**src/hw/rtl/pu8_pkg.sv**
```systemverilog
`default_nettype none
package pu8_pkg;

    // Width of the byte_count field.
    localparam int unsigned COUNT_W = 11;

    localparam logic [7:0]  LEAD2_MASK   = 8'he0;
    localparam logic [7:0]  LEAD2_CODE   = 8'hc0;
    localparam logic [7:0]  LEAD2_MIN    = 8'hc2;
    localparam logic [7:0]  LEAD3_MASK   = 8'hf0;
    localparam logic [7:0]  LEAD3_CODE   = 8'he0;
    localparam logic [7:0]  LEAD4_MASK   = 8'hf8;
    localparam logic [7:0]  LEAD4_CODE   = 8'hf0;
    localparam logic [7:0]  LEAD4_MAX    = 8'hf4;
    localparam logic [7:0]  CONT_MASK    = 8'hc0;
    localparam logic [7:0]  CONT_CODE    = 8'h80;
    localparam logic [7:0]  PRINT_MIN    = 8'h20;
    localparam logic [7:0]  ASCII_DEL    = 8'h7f;

    localparam logic [20:0] MIN_3BYTE    = 21'h000800;
    localparam logic [20:0] SURR_LO      = 21'h00d800;
    localparam logic [20:0] SURR_HI      = 21'h00dfff;
    localparam logic [20:0] MIN_4BYTE    = 21'h010000;
    localparam logic [20:0] MAX_SCALAR   = 21'h10ffff;

    localparam logic [1:0]  CONTS_TWO    = 2'd2;
    localparam logic [1:0]  CONTS_THREE  = 2'd3;

    typedef struct packed {
        logic [7:0] data_byte;
        logic       no_data;
        logic       last;
    } byte_beat_t;

    typedef struct packed {
        logic               observed;
        logic               truncated;
        logic               malformed;
        logic [COUNT_W-1:0] byte_count;
    } summary_beat_t;

    // Decoder state carried from byte to byte.
    typedef struct packed {
        logic [1:0]  pending;
        logic [1:0]  seq_len;
        logic [20:0] acc;
        logic        err;
    } dec_state_t;

endpackage
`default_nettype wire

```
**src/hw/rtl/pu8_decode.sv**
```systemverilog
`default_nettype none
module pu8_decode
(
    input  wire pu8_pkg::dec_state_t cur,
    input  wire logic [7:0]          data_byte,
    input  wire logic                inspect,
    output pu8_pkg::dec_state_t      nxt
);

    logic [20:0] acc_shift;
    logic [1:0]  pending_dec;
    logic        scalar_ok;

    assign acc_shift   = {cur.acc[14:0], data_byte[5:0]};
    assign pending_dec = cur.pending - 2'd1;

    always_comb
    begin
        if (cur.seq_len == pu8_pkg::CONTS_TWO)
        begin
            scalar_ok = (acc_shift >= pu8_pkg::MIN_3BYTE) &&
                        !((acc_shift >= pu8_pkg::SURR_LO) && (acc_shift <= pu8_pkg::SURR_HI));
        end
        else if (cur.seq_len == pu8_pkg::CONTS_THREE)
        begin
            scalar_ok = (acc_shift >= pu8_pkg::MIN_4BYTE) &&
                        (acc_shift <= pu8_pkg::MAX_SCALAR);
        end
        else
        begin
            scalar_ok = 1'b1;
        end
    end

    always_comb
    begin
        nxt = cur;
        if (inspect && !cur.err)
        begin
            if (cur.pending == 2'd0)
            begin
                priority if (!data_byte[7])
                begin
                    if ((data_byte < pu8_pkg::PRINT_MIN) || (data_byte == pu8_pkg::ASCII_DEL))
                        nxt.err = 1'b1;
                end
                else if (((data_byte & pu8_pkg::LEAD2_MASK) == pu8_pkg::LEAD2_CODE) &&
                         (data_byte >= pu8_pkg::LEAD2_MIN))
                begin
                    nxt.pending = 2'd1;
                    nxt.seq_len = 2'd1;
                    nxt.acc     = {16'd0, data_byte[4:0]};
                end
                else if ((data_byte & pu8_pkg::LEAD3_MASK) == pu8_pkg::LEAD3_CODE)
                begin
                    nxt.pending = pu8_pkg::CONTS_TWO;
                    nxt.seq_len = pu8_pkg::CONTS_TWO;
                    nxt.acc     = {17'd0, data_byte[3:0]};
                end
                else if (((data_byte & pu8_pkg::LEAD4_MASK) == pu8_pkg::LEAD4_CODE) &&
                         (data_byte <= pu8_pkg::LEAD4_MAX))
                begin
                    nxt.pending = pu8_pkg::CONTS_THREE;
                    nxt.seq_len = pu8_pkg::CONTS_THREE;
                    nxt.acc     = {18'd0, data_byte[2:0]};
                end
                else
                begin
                    nxt.err = 1'b1;
                end
            end
            else if ((data_byte & pu8_pkg::CONT_MASK) != pu8_pkg::CONT_CODE)
            begin
                // A missing continuation closes the sequence as an error.
                nxt.err     = 1'b1;
                nxt.pending = 2'd0;
            end
            else
            begin
                nxt.acc     = acc_shift;
                nxt.pending = pending_dec;
                if ((pending_dec == 2'd0) && !scalar_ok)
                    nxt.err = 1'b1;
            end
        end
    end

endmodule
`default_nettype wire

```
**src/hw/rtl/printable_utf8_checker_top.sv**
```systemverilog
`default_nettype none
// Checks that the first MAX_BYTES bytes of a text form strict printable UTF-8 and
// emits one summary beat on the beat marked last. One byte beat is taken every
// clock cycle; the byte passes an input register, is decoded combinationally
// against the running decoder state, and the summary is written to the output
// register when the last beat leaves the input register. Intake pauses only when a
// last beat meets a summary that the sink has not yet taken.
module printable_utf8_checker_top
#(
    parameter int unsigned MAX_BYTES = 1024
)
(
    input  wire                           clk,
    input  wire                           rst_n,
    input  wire                           byte_valid,
    output logic                          byte_ready,
    input  wire pu8_pkg::byte_beat_t      byte_data,
    output logic                          summary_valid,
    input  wire                           summary_ready,
    output pu8_pkg::summary_beat_t        summary_data
);

    localparam int unsigned CNT_W = $clog2(MAX_BYTES + 2);
    localparam int unsigned EXT_W = (CNT_W > pu8_pkg::COUNT_W) ? CNT_W : pu8_pkg::COUNT_W;
    localparam logic [CNT_W-1:0] LIMIT     = CNT_W'(MAX_BYTES);
    localparam logic [CNT_W-1:0] LIMIT_SAT = CNT_W'(MAX_BYTES + 1);

    logic                   in_vld_reg;
    pu8_pkg::byte_beat_t    in_reg;
    logic                   sum_vld_reg;
    pu8_pkg::summary_beat_t sum_reg;
    pu8_pkg::summary_beat_t sum_next;
    pu8_pkg::dec_state_t    state_reg;
    pu8_pkg::dec_state_t    state_next;
    pu8_pkg::dec_state_t    dec_out;
    logic [CNT_W-1:0]       count_reg;
    logic [CNT_W-1:0]       count_next;
    logic [EXT_W-1:0]       count_ext;
    logic                   out_free;
    logic                   advance;
    logic                   inspect;

    assign out_free   = !sum_vld_reg || summary_ready;
    assign advance    = in_vld_reg && (!in_reg.last || out_free);
    assign byte_ready = !in_vld_reg || advance;
    assign inspect    = !in_reg.no_data && (count_reg < LIMIT);

    pu8_decode u_decode
    (
        .cur       (state_reg),
        .data_byte (in_reg.data_byte),
        .inspect   (inspect),
        .nxt       (dec_out)
    );

    always_comb
    begin
        count_next = count_reg;
        if (!in_reg.no_data && (count_reg < LIMIT_SAT))
            count_next = count_reg + CNT_W'(1);
        count_ext = EXT_W'(count_next);

        sum_next.observed   = (count_next != '0);
        sum_next.truncated  = (count_next > LIMIT);
        sum_next.malformed  = dec_out.err || (dec_out.pending != 2'd0);
        sum_next.byte_count = count_ext[pu8_pkg::COUNT_W-1:0];

        // The end of a text returns all decoder state to its starting point.
        state_next = in_reg.last ? '0 : dec_out;
    end

    always_ff @(posedge clk or negedge rst_n)
    begin
        if (!rst_n)
        begin
            in_vld_reg  <= 1'b0;
            sum_vld_reg <= 1'b0;
            state_reg   <= '0;
            count_reg   <= '0;
        end
        else
        begin
            if (byte_ready)
                in_vld_reg <= byte_valid;
            if (out_free)
                sum_vld_reg <= advance && in_reg.last;
            if (advance)
            begin
                state_reg <= state_next;
                count_reg <= in_reg.last ? '0 : count_next;
            end
        end
    end

    always_ff @(posedge clk)
    begin
        if (byte_ready && byte_valid)
            in_reg <= byte_data;
        if (out_free && advance && in_reg.last)
            sum_reg <= sum_next;
    end

    assign summary_valid = sum_vld_reg;
    assign summary_data  = sum_reg;

    a_count_bound: assert property (@(posedge clk) disable iff (!rst_n)
        count_reg <= LIMIT_SAT)
        else $error("byte counter passed its saturation value");

    a_pending_fits: assert property (@(posedge clk) disable iff (!rst_n)
        state_reg.pending <= state_reg.seq_len)
        else $error("more continuations pending than the sequence holds");

    a_clear_after_last: assert property (@(posedge clk) disable iff (!rst_n)
        (advance && in_reg.last) |=> (count_reg == '0) && (state_reg == '0))
        else $error("decoder state not cleared after the end of a text");

    a_summary_on_last: assert property (@(posedge clk) disable iff (!rst_n)
        (advance && in_reg.last) |=> sum_vld_reg)
        else $error("end of text produced no summary");

endmodule
`default_nettype wire
```
**config.mk**
```make
export PLATFORM = sky130hd
export DESIGN_NAME = printable_utf8_checker_top
export DESIGN_NICKNAME = d
export VERILOG_FILES = /design/src/hw/rtl/pu8_pkg.sv /design/src/hw/rtl/pu8_decode.sv /design/src/hw/rtl/printable_utf8_checker_top.sv
export SDC_FILE = /design/constraint.sdc
export NUM_CORES = 1
export LEC_CHECK = 0
export ABC_AREA = 1
export ABC_CLOCK_PERIOD_IN_PS = 2470
export BUFFER_PORTS_ARGS = -buffer_cell sky130_fd_sc_hd__clkbuf_2
export CORE_ASPECT_RATIO = 1.4
export CORE_MARGIN = 2
export CORE_UTILIZATION = 58
export CTS_CLUSTER_SIZE = 24
export DETAILED_ROUTE_END_ITERATION = 6
export HOLD_SLACK_MARGIN = 0.15
export PLACE_DENSITY_LB_ADDON = 0.15
export SYNTH_ARGS = -nofsm -noshare
export SYNTH_HDL_FRONTEND = slang
export SYNTH_SLANG_ARGS = --single-unit
```
**constraint.sdc**
```tcl
create_clock -name clk -period 2.47 [get_ports clk]
set_clock_uncertainty 0.2 [all_clocks]
set_input_delay 0.494 -clock clk [delete_from_list [all_inputs] [get_ports clk]]
set_output_delay 0.494 -clock clk [all_outputs]
set_load 0.1 [all_outputs]
```
# ---- Word-level counts from Yosys, hierarchy flattened
# Cells that the tools add are included.
dict set report totals {
  output_inout_bits 16
  ff_bits 57
  word_cells 95
  in_bits 14
}
dict set report classes {
  reduce_logical 36
  order_cmp 11
  add_sub_neg 2
  mux 22
  eq_ne 10
}
# op n
set ops {}
lappend ops {{$mux W25} 4}
lappend ops {{$mux W26} 2}
lappend ops {{$lt A11 B11 Y1 const B} 2}
lappend ops {{$mux W11} 2}
lappend ops {{$mux W22} 1}
lappend ops {{$ge A21 B12 Y1 const B} 1}
lappend ops {{$ge A21 B16 Y1 const B} 1}
lappend ops {{$ge A21 B17 Y1 const B} 1}
lappend ops {{$le A21 B16 Y1 const B} 1}
lappend ops {{$le A21 B21 Y1 const B} 1}
lappend ops {{$mux W21} 1}
lappend ops {{$logic_and A1 B1 Y1} 14}
lappend ops {{$add A11 B1 Y11 const B} 1}
lappend ops {{$gt A11 B11 Y1 const B} 1}
lappend ops {{$reduce_bool A11 Y1} 1}
lappend ops {{$reduce_and A5 Y1} 2}
lappend ops {{$mux W1} 9}
lappend ops {{$eq A8 B7 Y1 const B} 1}
lappend ops {{$ge A8 B8 Y1 const B} 1}
lappend ops {{$le A8 B8 Y1 const B} 1}
lappend ops {{$lt A8 B6 Y1 const B} 1}
lappend ops {{$reduce_bool A2 Y1} 4}
lappend ops {{$logic_not A1 Y1} 7}
lappend ops {{$mux W2} 3}
lappend ops {{12 further kinds} 18}

# ---- Depth between registers and ports, before layout
# Gate-level depths: netlist (run 1).
dict set report depth {
  word_depth 13
  depth_mapped 13
}

# ---- Modules after synthesis
# From an unflattened synthesis (run 1), not the netlist that was laid out.
dict set report unflattened {
  hier_cells 516
  hier_area_um2 3824.9
}
# module cells_per_inst area_each_um2 instances seq_area_each_um2
set by_module_without_submodules {}
lappend by_module_without_submodules {printable_utf8_checker_top 300 2846.5 1 1696.6}
lappend by_module_without_submodules {pu8_decode 216 978.4 1 0.0}

# ---- Least setup slack after synthesis (run 1)
# No wires, ideal clock.
dict set report synth_timing {
  path_type {flip-flop to flip-flop}
  start {register sum_vld_reg, in the netlist summary_valid}
  end {register in_reg[0] (netlist bit), enable pin}
  setup_time_ns 0.290
  slack_ns -0.641
  t_required_ns 1.980
  arrival_time_ns 2.620
  path_stages_with_launch 4
  path_cell_list {dfrtp_1 -> nand4_1 -> nand2_1 -> inv_1}
}
dict set report synth_between {
  elab_chain_cells 6
}
# element line_no
set synth_rtl {}
lappend synth_rtl {{start, declared} printable_utf8_checker_top.sv:30} ;# logic sum_vld_reg;
lappend synth_rtl {{start signal, assigned} printable_utf8_checker_top.sv:86} ;# sum_vld_reg <= advance && in_reg.last;
lappend synth_rtl {{$logic_not A1 Y1} printable_utf8_checker_top.sv:43} ;# assign out_free = !sum_vld_reg || summary_ready;
lappend synth_rtl {{$logic_or A1 B1 Y1} printable_utf8_checker_top.sv:43}
lappend synth_rtl {{$logic_or A1 B1 Y1} printable_utf8_checker_top.sv:44} ;# assign advance = in_vld_reg && (!in_reg.last || out_free);
lappend synth_rtl {{$logic_and A1 B1 Y1} printable_utf8_checker_top.sv:44}
lappend synth_rtl {{$logic_or A1 B1 Y1} printable_utf8_checker_top.sv:45} ;# assign byte_ready = !in_vld_reg || advance;
lappend synth_rtl {{net byte_ready} printable_utf8_checker_top.sv:16} ;# output logic byte_ready,
lappend synth_rtl {{$logic_and A1 B1 Y1} printable_utf8_checker_top.sv:97} ;# if (byte_ready && byte_valid)
lappend synth_rtl {{end signal, assigned} printable_utf8_checker_top.sv:98} ;# in_reg <= byte_data;
lappend synth_rtl {{end, declared} printable_utf8_checker_top.sv:29} ;# pu8_pkg::byte_beat_t in_reg;
# The timed path passes the listed nets, and every way through them passes these cells.
# A chain may end at the register's enable or synchronous reset.

==> flow_metrics.tcl, run 1 <==
set metrics [dict create \
    required_ps 2350 \
    rows 30 \
    yosys.area_share.simple 0.2740 \
    yosysTopAreaCell "dfrtp_1" \
    overflow 0 \
    worst_hold_path_type "input port to flop" \
    status "complete, no violations" \
    power_mw 2.359 \
    cpMaxStageDelayCell "dfrtp_1" \
    vdd_drop_max_mv 0.4393 \
    synthXorXnorAreaFrac 0.01513 \
    slew_headroom 0.6406 \
    synth_edf_count 24 \
    diodes 0 \
    setup_viol 0 \
    grt_pass1_vias 2456 \
    ff2ff_path_depth 10 \
    antenna_found_initial 0 \
    start_kind "flop" \
    fmax_mhz 471.9 \
    gr-usage-all-layers 0.2562 \
    crit_buf_inv 0 \
    yosysMostFrequentCell "nand2_1" \
    p_per_area_nw_per_um2 696.4 \
    clk_pin_slew_ps 60 \
    first_iter_violations 190 \
    vias 2421 \
    routedWlPerCell_um 13.88 \
    fin_crit_ps 2119 \
    die_h_um 87.60 \
    hold_buffers 11 \
    drc_errors 0 \
    holdWs_ps 190.0 \
    nets 403 \
    cts_setup_buffers 0 \
    whs_path_depth 3 \
    synth.top_cell.area_share 0.2852 \
    clkSinkCount 57 \
    cp_common_cell "nand2_1" \
    synthAdderAreaFrac 0.01296 \
    viasPerCell 5.321 \
    largest_reg_flops 20 \
    path_max_fanout 8 \
    synth_top_family_by_area "simple AND/OR/NAND/NOR gates" \
    r2r_setup_slack_ps 350 \
    ios 30 \
    setup-tns-final_ps 0 \
    synth_nets 353 \
    grt_max_degree 24 \
    critPathArrivalTime_ps 2000 \
    crit_cells 10 \
    ant_nets 0 \
    ys_seq_area_frac 0.5341 \
    worstPathCellList "ha_1, nand3_1, nor2_1, xor2_1, nand2_1, nand2_1, nor2_1, nand2_1, nor2_2, nand3_1" \
    synthMuxAreaShare 0 \
    finalWirelength_mm 6.314 \
    n_fill_cell 357 \
    avgSynthCellArea_um2 8.617 \
    die_x_um 63.71 \
    root_buffer "clkbuf_8" \
    clock_latency_ps 340 \
    finalCritPeriodShare 0.8579 \
    p_leak_nw 1.621 \
    ys_seq_elements 57 \
    synthFlopType "dfrtp_1" \
    cp-end-kind "flop" \
    design.die.area_um2 5581 \
    gp_congestion 0.9329 \
    synth_commonest_cells "91 x nand2_1, 36 x inv_1, 34 x nor2_1, 33 x dfrtp_1, 26 x nand3_1" \
    drive_gt1_frac 0.1714 \
    htreeDepth 3 \
    finalHoldViolCount 0 \
    tightest_slew_ps 541.5 \
    port_buffers 29 \
    max-clock-path-buffers 2 \
    async_flop_share 0.5789 \
    dp.cells 428 \
    synth_compound_area_frac 0.09507 \
    cts_buffers 9 \
    finalNonFillerCells 455 \
    drv_cap 0 \
    netlist_area_um2 2895 \
    synthTopCellsByArea "dfrtp_1 29%, edfxtp_1 25%, nand2_1 12%" \
    critPathTopFamily "simple AND/OR/NAND/NOR gates" \
    rsz0062_at_grt "false" \
    ys_warn_count 0 \
    worstSetupPathType "flop to flop" \
    synth_cell_types 34 \
    synthCells 336 \
    dpl.hpwl_mm 4.534 \
    drt_first_pass_iters 4 \
    core_um2 4842 \
    max_stage_delay_ps 490 \
    area_growth_pct 16.98 \
    start_util 0.5979 \
    grt_pass1_wl_mm 10.62 \
    cts_tree "built" \
    drv_slew 0 \
    cts_resized 0 \
]
[per-layer routing]
layer | vias up | share of wire | global-route usage
met5 | - | 0 | 0
met2 | 70 | 0.56 | 0.4852
met1 | 1133 | 0.38 | 0.2522
li1 | 1204 | - | -
met4 | 0 | 0.022 | 0.1482
met3 | 14 | 0.040 | 0.06170
[layout make-up]
| type | count | area [um^2] | share of cell area |
|---|---|---|---|
| sequential | 57 | 1550 | 0.4577 |
| multi-input combinational | 233 | 1150 | 0.3395 |
| timing repair buffer | 46 | 300.3 | 0.08866 |
| clock buffer | 16 | 160.2 | 0.04728 |
| inverter | 39 | 146.4 | 0.04322 |
| tap | 64 | 80.08 | 0.02364 |
[report_power, final]
part	internal [mW]	switching (mW)	total (mW)
registers	1.06	0.0507	1.11
clock network	0.394	0.342	0.736
logic	0.129	0.379	0.508
[worst min-delay path: cells and delay by family]
| kind | cells | cell delay, ps |
|---|---|---|
| buf+inv | 1 | 80 |
| simple gates | 2 | 120 |
[placed cells by master, fill, tap and decap left out, drive strengths merged]
cell type	netlist	routed
a31oi	1	1
dfrtp	33	33
ha	3	3
o21a	1	1
a21oi	5	5
nor2	43	43
o21ai	32	32
nand2	95	95
a22o	4	4
o31ai	3	3
buf	6	6
nand3b	3	3
nand4	6	6
edfxtp	24	24
o22ai	1	1
clkbuf	1	45
xor2	5	5
o211ai	1	1
nor3	4	4
nand3	26	26
dlygate4sd3	0	11
inv	39	39
[stage by stage]
stage               area, um^2  utilization  setup slack (ps)
finish                    3387       0.6995             351.0
floorplan                 2899            -            -158.0
global route              3387       0.6995             155.8
global placement          3117       0.6437             422.6
detailed placement        3117       0.6437             379.9
CTS                       3387       0.6995             333.3
[path summary, 6_finish.rpt]
check / from / end
max: count_reg[0]$_DFFE_PN0P_ / summary_data[13]$_DFFE_PP_
min: byte_valid / in_vld_reg$_DFFE_PN0N_
max reg2reg: count_reg[0]$_DFFE_PN0P_ / summary_data[13]$_DFFE_PP_
min reg2reg: state_reg[23]$_DFFE_PN0P_ / state_reg[23]$_DFFE_PN0P_
max in group asynchronous: rst_n / state_reg[8]$_DFFE_PN0P_
min in group asynchronous: rst_n / count_reg[0]$_DFFE_PN0P_
[logic make-up after synthesis]
family / after synthesis
compound gates: 48
simple gates: 177
xor+xnor: 5
fa+ha+maj: 3
flops: 57
buf+inv: 46
(Power assumes the default switching activity.)
==> run 2, diff against run 1 <==
--- a/config.mk
+++ b/config.mk
@@ -8,9 +8,11 @@
 export ABC_AREA = 1
 export ABC_CLOCK_PERIOD_IN_PS = 2470
 export BUFFER_PORTS_ARGS = -buffer_cell sky130_fd_sc_hd__clkbuf_2
+export CELL_PAD_IN_SITES_DETAIL_PLACEMENT = 2
+export CELL_PAD_IN_SITES_GLOBAL_PLACEMENT = 2
 export CORE_ASPECT_RATIO = 1.4
 export CORE_MARGIN = 2
-export CORE_UTILIZATION = 58
+export CORE_UTILIZATION = 36
 export CTS_CLUSTER_SIZE = 24
 export DETAILED_ROUTE_END_ITERATION = 6
 export HOLD_SLACK_MARGIN = 0.15
==> run 2 against run 1 <==
Utilization fell by 25 points. Sequential cell count did not move. Sequential share of layout area fell by 1.1 points. Clock power rose by 28%. Die area rose by 57%. Largest power group unchanged.
==> flow_metrics.tcl, run 2 (synthesis results as in run 1) <==
set metrics [dict create \
    status "complete, no violations" \
    die_x_um 79.80 \
    setup-tns-final_ps 0 \
    clk_pin_slew_ps 70 \
    p_leak_nw 1.643 \
    cp-startpoint "in_reg[0]$_DFFE_PP_" \
    path_max_fanout 13 \
    ant_nets 0 \
    largest_reg_flops 20 \
    crit_cells 5 \
    critPathCapture "state_reg[25]$_DFFE_PN0P_" \
    slew_headroom 0.3061 \
    start_util 0.3713 \
    cts_buffers 9 \
    finalWirelength_mm 8.883 \
    placed_cell_area_um2 3154 \
    grt_pass1_vias 2850 \
    viasPerCell 5.133 \
    r2r_end "state_reg[25]$_DFFE_PN0P_" \
    gp_congestion 0.8433 \
    root_buffer "clkbuf_8" \
    final_area_um2 3473 \
    power_mw 2.591 \
    p_sw_mw 0.8468 \
    critPathArrivalTime_ps 2410 \
    drc_errors 0 \
    port_buffers 29 \
    cpMaxStageDelayCell "nor2_1" \
    htreeDepth 3 \
    routedWlPerCell_um 18.13 \
    grt_max_degree 20 \
    vdd_drop_max_mv 0.4525 \
    final_common_cell "nand2_1" \
    drv_cap 0 \
    cp-end-kind "flop" \
    required_ps 2540 \
    clock_latency_ps 340 \
    power_frac_clock 0.363 \
    start_kind "flop" \
    ios 30 \
    clkSinkCount 57 \
    fmax_mhz 427.3 \
    r2r_setup_slack_ps 130 \
    grt_pass1_wl_mm 14.56 \
    critPathTopFamily "simple AND/OR/NAND/NOR gates" \
    worstPathCellList "nand3_1, nand2_1, nor2_1, nand2_1, o21ai_0" \
    first_iter_violations 56 \
    overflow 0 \
    gr-usage-all-layers 0.2258 \
    finalHoldViolCount 0 \
    rows 38 \
    crit_buf_inv 0 \
    worst_r2r_startpoint "in_reg[0]$_DFFE_PP_" \
    cts_resized 0 \
    dpl.hpwl_mm 6.561 \
    p_seq_frac 0.432 \
    max_stage_delay_ps 860 \
    finalNonFillerCells 490 \
    mostFrequentLayoutCells "91 x nand2_1, 35 x inv_1, 34 x nor2_1" \
    vias 2515 \
    p_int_mw 1.745 \
    worstSetupPathType "flop to flop" \
    holdWs_ps 191.4 \
    diodes 0 \
    setup_viol 0 \
    antenna_found_initial 0 \
    ff2ff_path_depth 5 \
    worst_hold_path_type "input port to flop" \
    combPwrFrac 0.204 \
    finalCritPeriodShare 0.9475 \
    drive_gt1_frac 0.1769 \
    tightest_slew_ps 1037 \
    dp.cells 463 \
    p_per_area_nw_per_um2 746.1 \
    fin_crit_ps 2340 \
    design.die.area_um2 8786 \
    max-clock-path-buffers 2 \
    sw_frac_of_total 0.3268 \
    area_growth_pct 19.97 \
    cts_tree "built" \
    core_um2 7797 \
    die_h_um 110.1 \
    drt_first_pass_iters 4 \
    nets 402 \
    drv_slew 0 \
    rsz0062_at_grt "false" \
    cp_common_cell "nand2_1" \
]
==> run 2: changes by cell type in the layout (fill, tap and decap cells not counted), sizes merged <==
cell,before,now
clkbuf,45,43
clkinv,0,1
bufinv,0,1
buf,6,5
==> run 2: worst register-to-register path: cells and delay by family (launching register included) <==
family	cells	cell delay, ps
DFF	1	530
and+or+nand+nor	4	1410
AOI/OAI and AO/OA	1	120
==> run 2: through the flow <==
| step | util | worst slack, ps |
|---|---|---|
| global route | 0.4454 | 17.34 |
| detailed placement | 0.4045 | 175.9 |
| CTS | 0.4454 | 105.6 |
| floorplan | - | -158.0 |
| global placement | 0.4045 | 204.1 |
| finish | 0.4454 | 129.6 |
==> run 2: power by group through the flow <==
stage | Sequential (mW) | Combinational (mW) | Clock [mW]
after floorplan | 1.25 | 0.257 | 0
after global placement | 1.13 | 0.503 | 0
after detailed placement | 1.14 | 0.518 | 0
after CTS | 1.12 | 0.537 | 0.963
after global routing | 1.13 | 0.579 | 0.995
final | 1.12 | 0.530 | 0.942
==> run 2: metal layers <==
| metal | part of all wire | wire length, um | track usage |
|---|---|---|---|
| met1 | 0.37 | 3301 | 0.2288 |
| met2 | 0.59 | 5237 | 0.4454 |
| met3 | 0.015 | 134 | 0.03990 |
| met4 | 0.024 | 210 | 0.09564 |
| met5 | 0 | 0 | 0 |
==> run 2: timing repair <==
action / 4_1_cts / 5_1_grt
setup buffers: 0 / 0
setup endpoints to repair: 0 / 0
hold buffers: 11 / 0
hold endpoints to repair: 27 / 0
==> run 2: final cells by class <==
| cell class | count | area (um^2) |
|---|---|---|
| inverter | 39 | 146.4 |
| clock buffer | 14 | 173.9 |
| sequential | 57 | 1550 |
| fill | 899 | 4324 |
| multi-input combinational | 233 | 1150 |
| clock inverter | 2 | 35.03 |
| tap | 100 | 125.1 |
| timing repair buffer | 45 | 292.8 |
==> run 2: worst min path at each step <==
stage / from / endpoint / cells past startpoint
finish: byte_valid / in_vld_reg$_DFFE_PN0N_ / 3
global route: byte_valid / in_vld_reg$_DFFE_PN0N_ / 3
CTS: byte_valid / in_vld_reg$_DFFE_PN0N_ / 3
detailed placement: state_reg[2]$_DFFE_PN0P_ / state_reg[2]$_DFFE_PN0P_ / 2
global placement: state_reg[2]$_DFFE_PN0P_ / state_reg[2]$_DFFE_PN0P_ / 2
floorplan: rst_n / count_reg[0]$_DFFE_PN0P_ / 0
==> run 3, diff against run 2 <==
==> constraint.sdc (replaced) <==
create_clock -name clk -period 2.47 [get_ports clk]
set_clock_uncertainty 0.2 [all_clocks]
set_input_delay 0.3705 -clock clk [delete_from_list [all_inputs] [get_ports clk]]
set_output_delay 0.3705 -clock clk [all_outputs]
set_load 0.1 [all_outputs]
==> run 3 against run 2 <==
Register-to-register slack better by 150 ps. Worst setup slack better by 68 ps. Power is 7.1% lower. First-iteration DRC count is 55% higher. Fmax is 3.0% higher. Non-clock buffer count is 3 higher. Combinational power hardly changed. Die area stayed put. Final cell count is 0.61% higher. Largest power group unchanged.
==> flow_metrics.tcl, run 3 (synthesis results as in run 1) <==
set metrics [dict create \
    p_leak_nw 1.636 \
    placed_cell_area_um2 3162 \
    antenna_found_initial 0 \
    worstPathCellList "dlygate4sd3_1, clkbuf_2, inv_1, nand4_1, clkbuf_2" \
    drt_first_pass_iters 4 \
    ant_nets 0 \
    ios 30 \
    worstSetupPathType "input port to output port" \
    diodes 0 \
    grt_pass1_vias 2747 \
    r2r_setup_slack_ps 280 \
    highest_layer "met4" \
    vias 2499 \
    drc_errors 0 \
    max-clock-path-buffers 2 \
    critPathCapture "byte_ready" \
    dpl.hpwl_mm 6.553 \
    required_ps 1900 \
    drv_slew 0 \
    grt_max_degree 25 \
    gp_congestion 0.8477 \
    drive_gt1_frac 0.1781 \
    dp.cells 464 \
    die_h_um 110.1 \
    rows 38 \
    mostFrequentLayoutCells "91 x nand2_1, 35 x inv_1, 33 x nor2_1" \
    final_area_um2 3457 \
    clkSinkCount 57 \
    setup_viol 0 \
    setup_ws_ps 197.5 \
    fmax_mhz 440.0 \
    fin_crit_ps 2273 \
    htreeDepth 3 \
    clk_pin_slew_ps 60 \
    nets 405 \
    core_um2 7797 \
    root_buffer "clkbuf_8" \
    path_max_fanout 3 \
    rsz0062_at_grt "false" \
    worst_r2r_startpoint "in_reg[8]$_DFFE_PP_" \
    dr_wl_met2_mm 5.215 \
    ff2ff_path_depth 9 \
    vdd_drop_max_mv 0.3289 \
    clock_latency_ps 350 \
    finalHoldViolCount 0 \
    area_growth_pct 19.40 \
    design.die.area_um2 8786 \
    viasPerCell 5.069 \
    r2r_end "state_reg[3]$_DFFE_PN0P_" \
    status "complete, no violations" \
    start_util 0.3713 \
    cts_setup_buffers 0 \
    cts_buffers 9 \
    pre_cts_ws_ps 290.9 \
    p_per_area_nw_per_um2 696.3 \
    met1Wirelength_mm 3.349 \
    finalCritPeriodShare 0.9200 \
    max_stage_delay_ps 530 \
    critPathArrivalTime_ps 1700 \
    cp-startpoint "summary_ready" \
    port_buffers 29 \
    start_kind "input port" \
    final_common_cell "nand2_1" \
    finalWirelength_mm 8.948 \
    grt_pass1_wl_mm 14.37 \
    routedWlPerCell_um 18.15 \
    die_x_um 79.80 \
    finalNonFillerCells 493 \
    worst_hold_path_type "input port to asynchronous set/reset pin" \
    largest_reg_flops 20 \
    slew_headroom 0.5728 \
    overflow 0 \
    gr-usage-all-layers 0.2255 \
    wl_met3_um 136 \
    cpMaxStageDelayCell "dlygate4sd3_1" \
    cp_common_cell "clkbuf_2" \
    cp-end-kind "output port" \
    drv_cap 0 \
    cts_tree "built" \
    first_iter_violations 87 \
    tightest_slew_ps 640.0 \
]
[run 3: how the worst min path moves through the flow]
stage / slack (ps) / cells past startpoint / end
floorplan: -130 / 0 / count_reg[0]$_DFFE_PN0P_
global placement: 80 / 1 / in_vld_reg$_DFFE_PN0N_
detailed placement: 80 / 1 / summary_valid$_DFFE_PN0P_
CTS: 250 / 2 / count_reg[2]$_DFFE_PN0P_
global route: 260 / 2 / count_reg[2]$_DFFE_PN0P_
finish: 260 / 2 / summary_valid$_DFFE_PN0P_
[run 3: power by group]
part,internal (mW),switching [mW]
combinational,0.132,0.398
sequential,1.06,0.0529
clock,0.378,0.384
[run 3: critical path: cells and delay by family]
family / cells / cell delay (ps)
buffers and inverters: 4 / 1170
AND/OR/NAND/NOR: 1 / 150
[run 3: routing by layer]
layer | global-route usage | up-vias
met5 | 0 | -
met4 | 0.1114 | 0
met3 | 0.03502 | 17
met2 | 0.4472 | 21
met1 | 0.2230 | 1254
li1 | - | 1207
[run 3: layout make-up]
type | count | area (um^2)
Fill cell | 906 | 4340
Sequential cell | 57 | 1550
Multi-Input combinational cell | 233 | 1152
Timing Repair Buffer | 48 | 320.3
Inverter | 39 | 146.4
Clock buffer | 11 | 141.4
Tap cell | 100 | 125.1
Clock inverter | 5 | 21.27
[run 3: stage by stage]
step,hold WS (ps),utilization,power [mW],TNS (ps)
global placement,83.67,0.4055,1.637,0
CTS,250.5,0.4430,2.421,0
global route,262.8,0.4434,2.516,0
finish,256.2,0.4434,2.407,0
floorplan,-125.1,-,1.512,-1580
detailed placement,84.11,0.4055,1.650,0
[run 3: timing repair]
action                                  CTS  global route
hold buffers                             13             0
hold endpoints to repair                 45             0
endpoints found under the setup margin    0             8
gates resized for setup                   0             1
